--- src/rtl/core/modular_arithmetic_unit_core_defines.svh ---
// Assertion helpers for the core control file
`ifndef MODULAR_ARITHMETIC_UNIT_CORE_DEFINES_SVH
`define MODULAR_ARITHMETIC_UNIT_CORE_DEFINES_SVH
// Implication checked on every rising clock edge outside reset
`define MAU_ASSERT_IMP(label, ante, cons, msg) \
  label: assert property (@(posedge clk) disable iff (!rst_n) (ante) |-> (cons)) \
    else $error(msg);
// Next-cycle implication checked outside reset
`define MAU_ASSERT_NXT(label, ante, cons, msg) \
  label: assert property (@(posedge clk) disable iff (!rst_n) (ante) |=> (cons)) \
    else $error(msg);
`endif

--- src/rtl/core/mau_pkg.sv ---
package mau_pkg;
  localparam int Width = 32;
  localparam int ExpBits = 64;
  localparam int ExpCntW = $clog2(ExpBits + 1);
  localparam int BitCntW = $clog2(Width + 1);

  localparam logic [2:0] ModeAdd = 3'd0;
  localparam logic [2:0] ModeSub = 3'd1;
  localparam logic [2:0] ModeMul = 3'd2;
  localparam logic [2:0] ModeDiv = 3'd3;
  localparam logic [2:0] ModeInv = 3'd4;
  localparam logic [2:0] ModeExp = 3'd5;

  typedef struct packed {
    logic [2:0]         mode;
    logic [Width-1:0]   operand_a;
    logic [Width-1:0]   operand_b;
    logic [ExpBits-1:0] exponent;
  } in_req_t;

  typedef struct packed {
    logic [Width-1:0] result;
    logic             status;
  } out_req_t;

  // datapath operations
  typedef enum logic [3:0] {
    OpNone, OpLoad, OpRedA, OpRedB, OpAddSub, OpMulStart, OpMulStep,
    OpInvInit, OpDivStart, OpDivStep, OpInvUpd, OpExpInit, OpExpShift,
    OpSetMulAccSq, OpSetMulSqSq, OpSetMulAB
  } op_t;

  typedef struct packed {
    op_t  op;
    logic wb_acc;   // write multiplier result to acc
    logic wb_sq;    // write multiplier result to sq
    logic wb_res;   // write multiplier result to result
    logic wb_t;     // alone: copy inverse or power to result; with AB multiply: use inverse as b
  } cmd_t;

  typedef struct packed {
    logic busy;      // multi-step unit still running
    logic r1_zero;
    logic r0_one;
    logic e_bit;
    logic exp_done;
  } sts_t;
endpackage

--- src/rtl/core/modular_arithmetic_unit_core.sv ---
// Every request first reduces both operands by the modulus (two serial reductions); add,
// subtract and spare modes then finish, multiply runs one serial multiply, inverse and
// divide run Euclid rounds (divide then multiplies by the inverse), and exponentiation steps through each exponent bit.
// Throughput: one request at a time, the next accepted once the result is registered;
// a result waiting at the output does not hold the input.
// Reset (rst_n low, synchronous) clears control and sets the modulus to 1.
module modular_arithmetic_unit_core (
  input  logic                clk,
  input  logic                rst_n,
  input  logic                in_valid,
  output logic                in_stall,
  input  mau_pkg::in_req_t    in_data,
  output logic                out_valid,
  input  logic                out_stall,
  output mau_pkg::out_req_t   out_data,
  input  logic                psel,
  input  logic                penable,
  input  logic                pwrite,
  input  logic [1:0]          paddr,
  input  logic [31:0]         pwdata,
  output logic [31:0]         prdata,
  output logic                pready
);
  logic [mau_pkg::Width-1:0] modulus_r, res_w;
  mau_pkg::in_req_t  req_r;
  mau_pkg::out_req_t out_r;
  mau_pkg::cmd_t cmd;
  mau_pkg::sts_t sts;
  logic st_bit;
  logic out_load;

  // single register at address zero; writes elsewhere are dropped
  assign pready = 1'b1;
  assign prdata = (paddr == 2'd0) ? modulus_r : '0;
  always_ff @(posedge clk) begin
    if (!rst_n) modulus_r <= 32'd1;
    else if (psel && penable && pwrite && paddr == 2'd0) modulus_r <= pwdata;
  end

  // hold the accepted request for the datapath load, and the finished result
  // until the receiver takes it; a zero result accompanies a missing inverse
  always_ff @(posedge clk) begin
    if (!rst_n) begin
      req_r <= '0;
      out_r <= '0;
    end else begin
      if (in_valid && !in_stall) req_r <= in_data;
      if (out_load) begin
        out_r.result <= st_bit ? '0 : res_w;
        out_r.status <= st_bit;
      end
    end
  end

  mau_ctrl u_ctrl (
    .clk, .rst_n, .in_valid, .in_mode(in_data.mode), .out_stall, .sts, .cmd,
    .in_stall, .out_valid, .out_load, .status(st_bit)
  );

  mau_datapath u_dp (
    .clk, .rst_n, .cmd, .req(req_r), .modulus(modulus_r), .sts, .res_o(res_w)
  );

  assign out_data = out_r;
endmodule

--- src/rtl/core/mau_datapath.sv ---
module mau_datapath (
  input  logic                  clk,
  input  logic                  rst_n,
  input  mau_pkg::cmd_t         cmd,
  input  mau_pkg::in_req_t      req,
  input  logic [mau_pkg::Width-1:0] modulus,
  output mau_pkg::sts_t         sts,
  output logic [mau_pkg::Width-1:0] res_o
);
  localparam int W = mau_pkg::Width;
  localparam int BITW = mau_pkg::BitCntW;

  logic [W-1:0] m_r, a_r, b_r;
  logic [mau_pkg::ExpBits-1:0] e_r;
  logic [mau_pkg::ExpCntW-1:0] ecnt_r;
  logic [2:0] mode_r;
  // shared serial unit: remainder/divide and double-and-add multiply
  logic [W-1:0] num_r, den_r, quo_r, rem_r;
  logic [W-1:0] mx_r, my_r, macc_r;
  logic [BITW-1:0] cnt_r;
  logic div_run_r, mul_run_r;
  logic [1:0] red_sel_r;  // 1 a, 2 b, 3 euclid
  logic [W-1:0] r0_r, r1_r, t0_r, t1_r, acc_r, sq_r, res_r;

  function automatic logic [W-1:0] addm(input logic [W-1:0] x, input logic [W-1:0] y,
                                       input logic [W-1:0] m);
    logic [W:0] s;
    s = {1'b0, x} + {1'b0, y};
    if (s >= {1'b0, m}) s = s - {1'b0, m};
    return s[W-1:0];
  endfunction

  function automatic logic [W-1:0] subm(input logic [W-1:0] x, input logic [W-1:0] y,
                                       input logic [W-1:0] m);
    return (x >= y) ? x - y : x + (m - y);
  endfunction

  logic [W:0] rsh;
  logic [W-1:0] mdbl;
  assign rsh  = {rem_r, num_r[W-1]};
  assign mdbl = addm(macc_r, macc_r, m_r);

  always_ff @(posedge clk) begin
    if (!rst_n) begin
      div_run_r <= 1'b0;
      mul_run_r <= 1'b0;
    end else begin
      case (cmd.op)
        mau_pkg::OpLoad: begin
          m_r <= (modulus == '0) ? W'(1) : modulus;
          a_r <= req.operand_a; b_r <= req.operand_b;
          e_r <= req.exponent; mode_r <= req.mode;
          res_r <= '0;
        end
        mau_pkg::OpRedA: begin
          num_r <= a_r; den_r <= m_r; rem_r <= '0; cnt_r <= BITW'(W);
          div_run_r <= 1'b1; red_sel_r <= 2'd1;
        end
        mau_pkg::OpRedB: begin
          num_r <= b_r; den_r <= m_r; rem_r <= '0; cnt_r <= BITW'(W);
          div_run_r <= 1'b1; red_sel_r <= 2'd2;
        end
        mau_pkg::OpDivStart: begin
          num_r <= r0_r; den_r <= r1_r; rem_r <= '0; cnt_r <= BITW'(W);
          div_run_r <= 1'b1; red_sel_r <= 2'd3;
        end
        mau_pkg::OpDivStep: if (div_run_r) begin
          num_r <= {num_r[W-2:0], 1'b0};
          if (rsh >= {1'b0, den_r}) begin
            rem_r <= W'(rsh - {1'b0, den_r});
            quo_r <= {quo_r[W-2:0], 1'b1};
          end else begin
            rem_r <= rsh[W-1:0];
            quo_r <= {quo_r[W-2:0], 1'b0};
          end
          cnt_r <= cnt_r - 1'b1;
          if (cnt_r == BITW'(1)) begin
            div_run_r <= 1'b0;
            if (red_sel_r == 2'd1) a_r <= (rsh >= {1'b0, den_r}) ?
                W'(rsh - {1'b0, den_r}) : rsh[W-1:0];
            if (red_sel_r == 2'd2) b_r <= (rsh >= {1'b0, den_r}) ?
                W'(rsh - {1'b0, den_r}) : rsh[W-1:0];
          end
        end
        mau_pkg::OpAddSub:
          res_r <= (mode_r == mau_pkg::ModeAdd) ? addm(a_r, b_r, m_r) : subm(a_r, b_r, m_r);
        mau_pkg::OpSetMulAB: begin
          mx_r <= a_r; my_r <= cmd.wb_t ? t0_r : b_r; macc_r <= '0; cnt_r <= BITW'(W);
          mul_run_r <= 1'b1;
        end
        mau_pkg::OpSetMulAccSq: begin
          mx_r <= acc_r; my_r <= sq_r; macc_r <= '0; cnt_r <= BITW'(W); mul_run_r <= 1'b1;
        end
        mau_pkg::OpSetMulSqSq: begin
          mx_r <= sq_r; my_r <= sq_r; macc_r <= '0; cnt_r <= BITW'(W); mul_run_r <= 1'b1;
        end
        mau_pkg::OpMulStart: begin
          // q mod m times t1: q <= r0 <= m, so one subtract reduces it
          mx_r <= t1_r; my_r <= (quo_r >= m_r) ? quo_r - m_r : quo_r;
          macc_r <= '0; cnt_r <= BITW'(W); mul_run_r <= 1'b1;
        end
        mau_pkg::OpMulStep: if (mul_run_r) begin
          macc_r <= my_r[W-1] ? addm(mdbl, mx_r, m_r) : mdbl;
          my_r <= {my_r[W-2:0], 1'b0};
          cnt_r <= cnt_r - 1'b1;
          if (cnt_r == BITW'(1)) mul_run_r <= 1'b0;
        end
        mau_pkg::OpInvInit: begin
          r0_r <= m_r; r1_r <= (mode_r == mau_pkg::ModeDiv) ? b_r : a_r;
          t0_r <= '0; t1_r <= (m_r == W'(1)) ? '0 : W'(1);
        end
        mau_pkg::OpInvUpd: begin
          r0_r <= r1_r; r1_r <= rem_r;
          t0_r <= t1_r; t1_r <= subm(t0_r, macc_r, m_r);
        end
        mau_pkg::OpExpInit: begin
          acc_r <= (m_r == W'(1)) ? '0 : W'(1); sq_r <= a_r;
          ecnt_r <= mau_pkg::ExpCntW'(mau_pkg::ExpBits);
        end
        mau_pkg::OpExpShift: begin
          e_r <= e_r >> 1; ecnt_r <= ecnt_r - 1'b1;
        end
        default: ;
      endcase
      if (cmd.wb_acc) acc_r <= macc_r;
      if (cmd.wb_sq)  sq_r  <= macc_r;
      if (cmd.wb_res) res_r <= macc_r;
      if (cmd.op == mau_pkg::OpNone && cmd.wb_t)
        res_r <= (mode_r == mau_pkg::ModeExp) ? acc_r : t0_r;
    end
  end

  assign sts.busy     = div_run_r | mul_run_r;
  assign sts.r1_zero  = (r1_r == '0);
  assign sts.r0_one   = (r0_r == W'(1)) || (m_r == W'(1));
  assign sts.e_bit    = e_r[0];
  assign sts.exp_done = (ecnt_r == '0);
  assign res_o = res_r;
endmodule

--- src/rtl/core/mau_ctrl.sv ---
`include "modular_arithmetic_unit_core_defines.svh"
module mau_ctrl (
  input  logic             clk,
  input  logic             rst_n,
  input  logic             in_valid,
  input  logic [2:0]       in_mode,
  input  logic             out_stall,
  input  mau_pkg::sts_t    sts,
  output mau_pkg::cmd_t    cmd,
  output logic             in_stall,
  output logic             out_valid,
  output logic             out_load,
  output logic             status
);
  typedef enum logic [4:0] {
    S_IDLE, S_RA, S_RAW, S_RBW, S_DISP, S_MULW, S_INV, S_DIVW, S_QM, S_QMW,
    S_IUPD, S_INVEND, S_DMULW, S_EINIT, S_EBIT, S_EAW, S_ESQ, S_ESQW, S_DONE, S_OUT
  } state_t;
  state_t st_r;
  logic [2:0] mode_r;
  logic busy_q;

  assign in_stall = (st_r != S_IDLE);
  // load the output register once the previous result has gone or is taken in the same cycle
  assign out_load = (st_r == S_OUT) && (!out_valid || !out_stall);

  always_ff @(posedge clk) begin
    if (!rst_n) begin
      st_r <= S_IDLE; out_valid <= 1'b0; status <= 1'b0; cmd <= '0;
      mode_r <= '0; busy_q <= 1'b0;
    end else begin
      cmd <= '0;
      busy_q <= 1'b0;
      if (out_load) out_valid <= 1'b1;
      else if (out_valid && !out_stall) out_valid <= 1'b0;
      case (st_r)
        S_IDLE: if (in_valid && !in_stall) begin
          mode_r <= in_mode; status <= 1'b0;
          cmd.op <= mau_pkg::OpLoad; st_r <= S_RA;
        end
        S_RA:  begin cmd.op <= mau_pkg::OpRedA; busy_q <= 1'b1; st_r <= S_RAW; end
        S_RAW: if (!busy_q && !sts.busy) begin
          cmd.op <= mau_pkg::OpRedB; busy_q <= 1'b1; st_r <= S_RBW;
        end else cmd.op <= mau_pkg::OpDivStep;
        S_RBW: if (!busy_q && !sts.busy) st_r <= S_DISP;
               else cmd.op <= mau_pkg::OpDivStep;
        S_DISP: case (mode_r)
          mau_pkg::ModeAdd, mau_pkg::ModeSub: begin
            cmd.op <= mau_pkg::OpAddSub; st_r <= S_DONE;
          end
          mau_pkg::ModeMul: begin
            cmd.op <= mau_pkg::OpSetMulAB; busy_q <= 1'b1; st_r <= S_MULW;
          end
          mau_pkg::ModeDiv, mau_pkg::ModeInv: begin
            cmd.op <= mau_pkg::OpInvInit; st_r <= S_QM;
          end
          mau_pkg::ModeExp: begin cmd.op <= mau_pkg::OpExpInit; st_r <= S_EINIT; end
          default: st_r <= S_DONE;
        endcase
        S_MULW: if (!busy_q && !sts.busy) begin
          cmd.wb_res <= 1'b1; st_r <= S_DONE;
        end else cmd.op <= mau_pkg::OpMulStep;
        // wait in this state while the Euclid registers update
        S_QM: st_r <= S_INV;
        S_INV: if (sts.r1_zero) st_r <= S_INVEND;
               else begin
                 cmd.op <= mau_pkg::OpDivStart; busy_q <= 1'b1; st_r <= S_DIVW;
               end
        S_DIVW: if (!busy_q && !sts.busy) begin
          cmd.op <= mau_pkg::OpMulStart; busy_q <= 1'b1; st_r <= S_QMW;
        end else cmd.op <= mau_pkg::OpDivStep;
        S_QMW: if (!busy_q && !sts.busy) begin
          cmd.op <= mau_pkg::OpInvUpd; st_r <= S_QM;
        end else cmd.op <= mau_pkg::OpMulStep;
        S_INVEND:
          if (!sts.r0_one) begin status <= 1'b1; st_r <= S_DONE; end
          else if (mode_r == mau_pkg::ModeInv) begin cmd.wb_t <= 1'b1; st_r <= S_DONE; end
          else begin
            // a times inverse: the AB multiply takes the inverse in place of b
            cmd.op <= mau_pkg::OpSetMulAB; cmd.wb_t <= 1'b1; busy_q <= 1'b1;
            st_r <= S_DMULW;
          end
        S_DMULW: if (!busy_q && !sts.busy) begin
          cmd.wb_res <= 1'b1; st_r <= S_DONE;
        end else cmd.op <= mau_pkg::OpMulStep;
        S_EBIT:
          if (sts.exp_done) begin cmd.wb_t <= 1'b1; st_r <= S_DONE; end
          else if (sts.e_bit) begin
            cmd.op <= mau_pkg::OpSetMulAccSq; busy_q <= 1'b1; st_r <= S_EAW;
          end else begin
            cmd.op <= mau_pkg::OpSetMulSqSq; busy_q <= 1'b1; st_r <= S_ESQW;
          end
        S_EAW: if (!busy_q && !sts.busy) begin
          cmd.wb_acc <= 1'b1; st_r <= S_ESQ;
        end else cmd.op <= mau_pkg::OpMulStep;
        S_ESQ: begin
          cmd.op <= mau_pkg::OpSetMulSqSq; busy_q <= 1'b1; st_r <= S_ESQW;
        end
        S_ESQW: if (!busy_q && !sts.busy) begin
          cmd.wb_sq <= 1'b1; cmd.op <= mau_pkg::OpExpShift; st_r <= S_EINIT;
        end else cmd.op <= mau_pkg::OpMulStep;
        S_EINIT: st_r <= S_EBIT;
        S_DONE: st_r <= S_OUT;
        S_OUT: if (out_load) st_r <= S_IDLE;
        default: st_r <= S_IDLE;
      endcase
    end
  end

  `MAU_ASSERT_NXT(a_accept_start, in_valid && !in_stall, st_r == S_RA, "accept not started")
  `MAU_ASSERT_NXT(a_load_valid, out_load, out_valid, "result not shown")
  `MAU_ASSERT_IMP(a_status_mode, out_valid && status,
                  mode_r == mau_pkg::ModeDiv || mode_r == mau_pkg::ModeInv, "bad status")
endmodule
--- config.mk ---
export PLATFORM = sky130hd
export DESIGN_NAME = modular_arithmetic_unit_core
export DESIGN_NICKNAME = d
export VERILOG_FILES = /design/src/rtl/core/mau_pkg.sv /design/src/rtl/core/modular_arithmetic_unit_core.sv /design/src/rtl/core/mau_datapath.sv /design/src/rtl/core/mau_ctrl.sv
export VERILOG_INCLUDE_DIRS = /design/src /design/src/rtl/core
export SDC_FILE = /design/constraint.sdc
export NUM_CORES = 2
export LEC_CHECK = 0
export BUFFER_PORTS_ARGS = -buffer_cell sky130_fd_sc_hd__buf_4
export CAP_MARGIN = 20
export CORE_ASPECT_RATIO = 0.75
export CORE_MARGIN = 2
export CORE_UTILIZATION = 40
export DETAILED_ROUTE_END_ITERATION = 8
export GPL_TIMING_DRIVEN = 0
export PLACE_DENSITY_LB_ADDON = 0.1
export SYNTH_ARGS = -nofsm -noshare
export SYNTH_HDL_FRONTEND = slang
export SYNTH_SLANG_ARGS = --single-unit
--- constraint.sdc ---
create_clock -name clk -period 8.6 [get_ports clk]
set_input_delay 1.72 -clock clk [delete_from_list [all_inputs] [get_ports clk]]
set_output_delay 1.72 -clock clk [all_outputs]
set_load 0.01 [all_outputs]
# Word-level counts from Yosys, hierarchy flattened
# Index checks and enable logic that the tools add are counted.
# Widths: inputs -> output; s select.
dict set report word_totals {
  input_bits 172
  reg_bits 843
  wordCells 302
  output_inout_bits 68
}
dict set report op_classes {
  bitwise_logic 1
  reduce_logical 76
  order_cmp 7
  n_eq_ne 60
  mux 101
  n_addsub 16
}
# cell count
set op_table {}
lappend op_table {{$mux 32} 30}
lappend op_table {{$pmux 32 s2} 10}
lappend op_table {{$pmux 32 s4} 3}
lappend op_table {{$sub 32x32->32} 9}
lappend op_table {{$ge 33x32->1} 4}
lappend op_table {{$pmux 64 s2} 1}
lappend op_table {{$add 32x32->33} 3}
lappend op_table {{$ge 32x32->1} 3}
lappend op_table {{$pmux 5 s18} 1}
lappend op_table {{$mux 5} 13}
lappend op_table {{$add 32x32->32} 2}
lappend op_table {{$eq 32x1->1 const B} 2}
lappend op_table {{$logic_not 32->1} 2}
lappend op_table {{$pmux 4 s13} 1}
lappend op_table {{$mux 4} 10}
lappend op_table {{$eq 5x4->1 const B} 7}
lappend op_table {{$eq 4x4->1 const B} 8}
lappend op_table {{$reduce_and 2->1} 14}
lappend op_table {{$ne 2x1->1 const B} 12}
lappend op_table {{$reduce_bool 2->1} 11}
lappend op_table {{$eq 5x3->1 const B} 4}
lappend op_table {{$eq 5x5->1 const B} 4}
lappend op_table {{$mux 1} 18}
lappend op_table {{$pmux 6 s3} 1}
lappend op_table {{other kinds (43)} 88}

# Longest topological paths before layout
dict set report depth {
  word_depth 9
  depth_mapped 36
  ltp_nobuf 32
}

# By module
# A second synthesis with hierarchy kept.
dict set report hier_totals {
  cells_unflattened 6740
  area_unflattened_um2 59577.1
}
# module seq_area_each_um2 area_per_inst_um2 instances cells_per_inst
set by_module_without_submodules {}
lappend by_module_without_submodules {mau_datapath 18838.1 50397.1 1 5652}
lappend by_module_without_submodules {modular_arithmetic_unit_core 3923.8 7643.6 1 892}
lappend by_module_without_submodules {mau_ctrl 380.4 1536.5 1 196}

# Worst setup path before layout
# No wires, ideal clock.
dict set report synth_path {
  path_type {reg2reg}
  from {register u_dp.m_r[1]}
  to {register u_dp.macc_r[10], data pin}
  arrival_time_ns 7.147
  required_ns 8.344
  path_buffers 4
  period_less_slack_ns 7.403
  stages_incl_launch_ff 34
  slack_ns 1.197
  setup_ns 0.256
  path_cell_list {edfxtp_1 > inv_1 > ha_1 > nor2b_1 > o21a_1 > o31ai_1 > nand2_1 > a211oi_2 > o21ai_0 > clkbuf_1 > nand2_1 > o21ai_0 > ha_1 > a21o_1 > a2111oi_0 > a211oi_1 > nor2_1 > o21bai_1 > a21oi_1 > mux2i_1 > nand3_1 > ha_1 > buf_2 > nand4_1 > o21ai_0 > o311ai_0 > and4_1 > a22oi_1 > a41o_1 > a211oi_2 > buf_4 > buf_2 > o211ai_1 > o211a_1}
}
dict set report synth_via {
  elab_chain_len 8
  elab_cells_between_ends 10
  cone_classes {add/sub (3); order compare (2); mux (5)}
}
# element line_no
set synth_rtl {}
lappend synth_rtl {{from (decl)} mau_datapath.sv:13} ;# logic [W-1:0] m_r, a_r, b_r;
lappend synth_rtl {{from (signal assigned)} mau_datapath.sv:50} ;# m_r <= (modulus == '0) ? W'(1) : modulus;
lappend synth_rtl {{$sub 32x32->32 / $ge 33x32->1 (equally long branches)} mau_datapath.sv:29} ;# if (s >= {1'b0, m}) s = s - {1'b0, m};
lappend synth_rtl {{$mux 32} mau_datapath.sv:29}
lappend synth_rtl {{$add 32x32->33} mau_datapath.sv:28} ;# s = {1'b0, x} + {1'b0, y};
lappend synth_rtl {{$sub 32x32->32 / $ge 33x32->1 (equally long branches)} mau_datapath.sv:29}
lappend synth_rtl {{$mux 32} mau_datapath.sv:29}
lappend synth_rtl {{$mux 32 (*)} mau_datapath.sv:103} ;# macc_r <= my_r[W-1] ? addm(mdbl, mx_r, m_r) : mdbl;
lappend synth_rtl {{$mux 32 (*)} mau_datapath.sv:102} ;# mau_pkg::OpMulStep: if (mul_run_r) begin
lappend synth_rtl {{$pmux 32 s2 (*)} mau_datapath.sv:48} ;# case (cmd.op)
lappend synth_rtl {{to (signal assigned)} mau_datapath.sv:103}
lappend synth_rtl {{to (decl)} mau_datapath.sv:19} ;# logic [W-1:0] mx_r, my_r, macc_r;
# Mark *: on every way between the ends. The rest lies on a longest branch, timed or not. The select of a mux whose other input is x is not followed.
# A chain may end at the register's enable or synchronous reset.

# Worst setup path after layout
dict set report layout_path {
  from {register u_dp.macc_r[7]}
  to {register u_dp.macc_r[18], data pin}
}
dict set report layout_via {
  elab_chain_len 9
  elab_cells_between_ends 11
  cone_classes {add/sub (4); order compare (2); mux (5)}
}
# element line_no
set layout_rtl {}
lappend layout_rtl {{$add 32x32->33 (*)} mau_datapath.sv:28}
lappend layout_rtl {{$sub 32x32->32 / $ge 33x32->1 (equally long branches)} mau_datapath.sv:29}
lappend layout_rtl {{$mux 32 (*)} mau_datapath.sv:29}
lappend layout_rtl {{$add 32x32->33} mau_datapath.sv:28}
lappend layout_rtl {{$sub 32x32->32 / $ge 33x32->1 (equally long branches)} mau_datapath.sv:29}
lappend layout_rtl {{$mux 32} mau_datapath.sv:29}
lappend layout_rtl {{$mux 32 (*)} mau_datapath.sv:103}
lappend layout_rtl {{$mux 32 (*)} mau_datapath.sv:102}
lappend layout_rtl {{$pmux 32 s2 (*)} mau_datapath.sv:48}
# Marks and branches as above.

==> flow_summary.ini <==
[outcome]
status = complete, but fails checks
violations = design-rule violations

[global_routing]
grt.overflow.total = 0
antenna_found_initial = 20
grt_pass1_vias = 50308
grt_pass1_wl_um = 387800
grt_max_degree = 66
track_usage = 0.3644

[route]
wire_per_inst_um = 30.36
totalWireLength_um = 282300
ant_nets = 0
drt_iter0_markers = 8586
vias = 56520
avgViaCountPerCell = 6.078
dr.pass1.iters = 9
drc = 2

[flow_run]
maxCapViolCount = 0

[timing]
skew_ns = 0.08163
clock.fmax_mhz = 117.3
setup_viol = 0
min_period_over_period = 0.9914
min_period_ns = 8.526
max_slew_margin = 0.1389
timing.final.ws_setup_ns = 0.07435
slew_viol_final = 0
hold_viol = 0
tightest_slew_ns = 1.278

[logic_synthesis]
synth_nets = 7368
synth_top_area_cell = edfxtp_1
synth_area_leaders = edfxtp_1 32%, ha_1 7.5%, dfxtp_1 7.3%, nand2_1 7.1%, a21oi_1 4.3%
synth_top_area_frac = 0.3185
yosysWarnings = 0
ys_dominant_reg_cell = edfxtp_1
ys_top_cells_by_count = 1118 x nand2_1, 626 x edfxtp_1, 513 x a21oi_1
avgSynthCellArea_um2 = 8.720
ys_types = 104
synth-seq-area-share = 0.3910
netlist_area_um2 = 59030
synth_edf_count = 626
synthCells = 6769
async_reset_ff_frac = 0
synth.most_common_cell = nand2_1
ys_seq_elements = 840

[worst_setup_path]
crit_slowest_cell = edfxtp_1
cp.required_ns = 9.19
arrival_ns = 9.12
slowest_delay_ns = 0.88
critPathMostFrequentCell = a211oi_4
critPathLaunchType = flip-flop
path_class = flip-flop to flip-flop
critPathMaxFanout = 10
endpoint_kind = flip-flop

[placed_design]
dp_hpwl_um = 220100
place.gp.congestion = 1.019
dp_slack_ns = -2.088
portBuffers = 238
dp.cells = 9028

[floorplan]
start_util = 0.4015
die_area_um2 = 150700
core_area_um2 = 147000
row_count = 122
die_h_um = 336.7
io_pins = 240
die_w_um = 447.6

[layout]
nNetsFinal = 7830
area_delta_synth_final_pct = 16.16
regMostFlops = req_r
largest_reg_flops = 129
drive_above_1_share = 0.09605
final_cells = 9299
fillers = 14542

[worst_hold_path]
min_path_type = flip-flop to flip-flop

[cts]
clkTransAtPathRegs_ns = 0.07
clock-sinks = 840
root_buffer = clkbuf_16
cts.htree.levels = 3
holdBufCountCts = 0
cts_buffer_depth = 3
tritoncts = done
cts_buffers = 90
clkLatencyLatePin_ns = 0.76

[power]
p_leak_nw = 27.00
powerDensity_nw_per_um2 = 229.1
p_total_mw = 15.71
ir_drop_v = 0.0001501
## area by class of cell
type / count / area (µm²) / area share
multi-input cells: 5113 / 33250 / 0.4850
flip-flops and latches: 840 / 23080 / 0.3366
repair buffers: 372 / 3471 / 0.05062
well taps: 1984 / 2482 / 0.03620
clock buffers: 112 / 2355 / 0.03434
inverters: 447 / 1809 / 0.02639
plain buffers: 367 / 1489 / 0.02172
clock inverters: 58 / 610.6 / 0.008905
diodes: 6 / 15.01 / 0.0002190
## cells in the final DEF (no fill, tap or decap), types with 185 or more instances in the layout
cell type	instances
a21oi_1	497
buf_4	332
clkbuf_1	324
dfxtp_1	214
edfxtp_1	626
ha_1	347
inv_1	413
nand2_1	1117
nor2_1	450
o21ai_0	459
xnor2_1	185
## kinds of logic (layout without fill, tap and decap cells)
group	Yosys count	in the layout	share of synthesized area
other	1	7	0.00006353
xor gates and xnor gates	283	283	0.04199
and+or+nand+nor	2297	2297	0.1755
adders and majority gates	427	427	0.09954
DFF	840	840	0.3910
muxes	117	117	0.02005
buffers and inverters	816	1356	0.05329
AOI/OAI and AO/OA	1988	1988	0.2185
## path summary, 6_finish.rpt
kind	endpoint	cells after the start	slack (ns)	start
worst max-delay path	u_dp.macc_r[18]$_SDFFCE_PN0P_	31	0.07	u_dp.macc_r[7]$_SDFFCE_PN0P_
worst min-delay path	u_dp.mode_r[2]$_DFFE_PP_	0	0.43	req_r[130]$_SDFFE_PN0P_
worst max register to register	u_dp.macc_r[18]$_SDFFCE_PN0P_	31	0.07	u_dp.macc_r[7]$_SDFFCE_PN0P_
worst min register to register	u_dp.mode_r[2]$_DFFE_PP_	0	0.43	req_r[130]$_SDFFE_PN0P_
## power by group
part	switching [mW]	internal (mW)
clock network	1.85	2.16
registers	0.428	4.82
logic	4.23	2.22
## critical path: cells and delay by family, from the launching register on
family / cells / cell delay [ns]
flip-flops: 1 / 0.88
AO/OA/AOI/OAI: 15 / 3.70
adder cells (fa/ha/maj): 3 / 1.16
multiplexers: 1 / 0.25
AND/OR/NAND/NOR: 7 / 1.39
buffers and inverters: 5 / 0.97
## through the flow
step	area (µm²)	TNS (ns)	utilization	hold slack, ns
after detailed placement	64320	-60.77	0.4375	0.4404
after floorplan	59030	0	-	0.4064
final	68570	0	0.4664	0.4298
after global placement	63300	-63.01	0.4306	0.4277
after global routing	68550	-0.2004	0.4664	0.4679
after CTS	67870	0	0.4617	0.4545
## metal layers
metal,wire (µm),up-vias,share of wire,global-route usage
met1,125000,27418,0.44,0.5457
met3,39380,412,0.14,0.1225
li1,-,25225,-,-
met4,10040,22,0.036,0.1170
met2,107700,3443,0.38,0.4813
met5,268,-,0.00095,0.006667
## repair_timing
| item | CTS | global route |
|---|---|---|
| gates resized for setup | 53 | 69 |
| endpoints found under the hold margin | 0 | 0 |
| setup buffers | 49 | 45 |
| pin swaps | 6 | 20 |
| setup endpoints to repair | 32 | 32 |
Note: power is estimated with default switching activity, not from simulation.
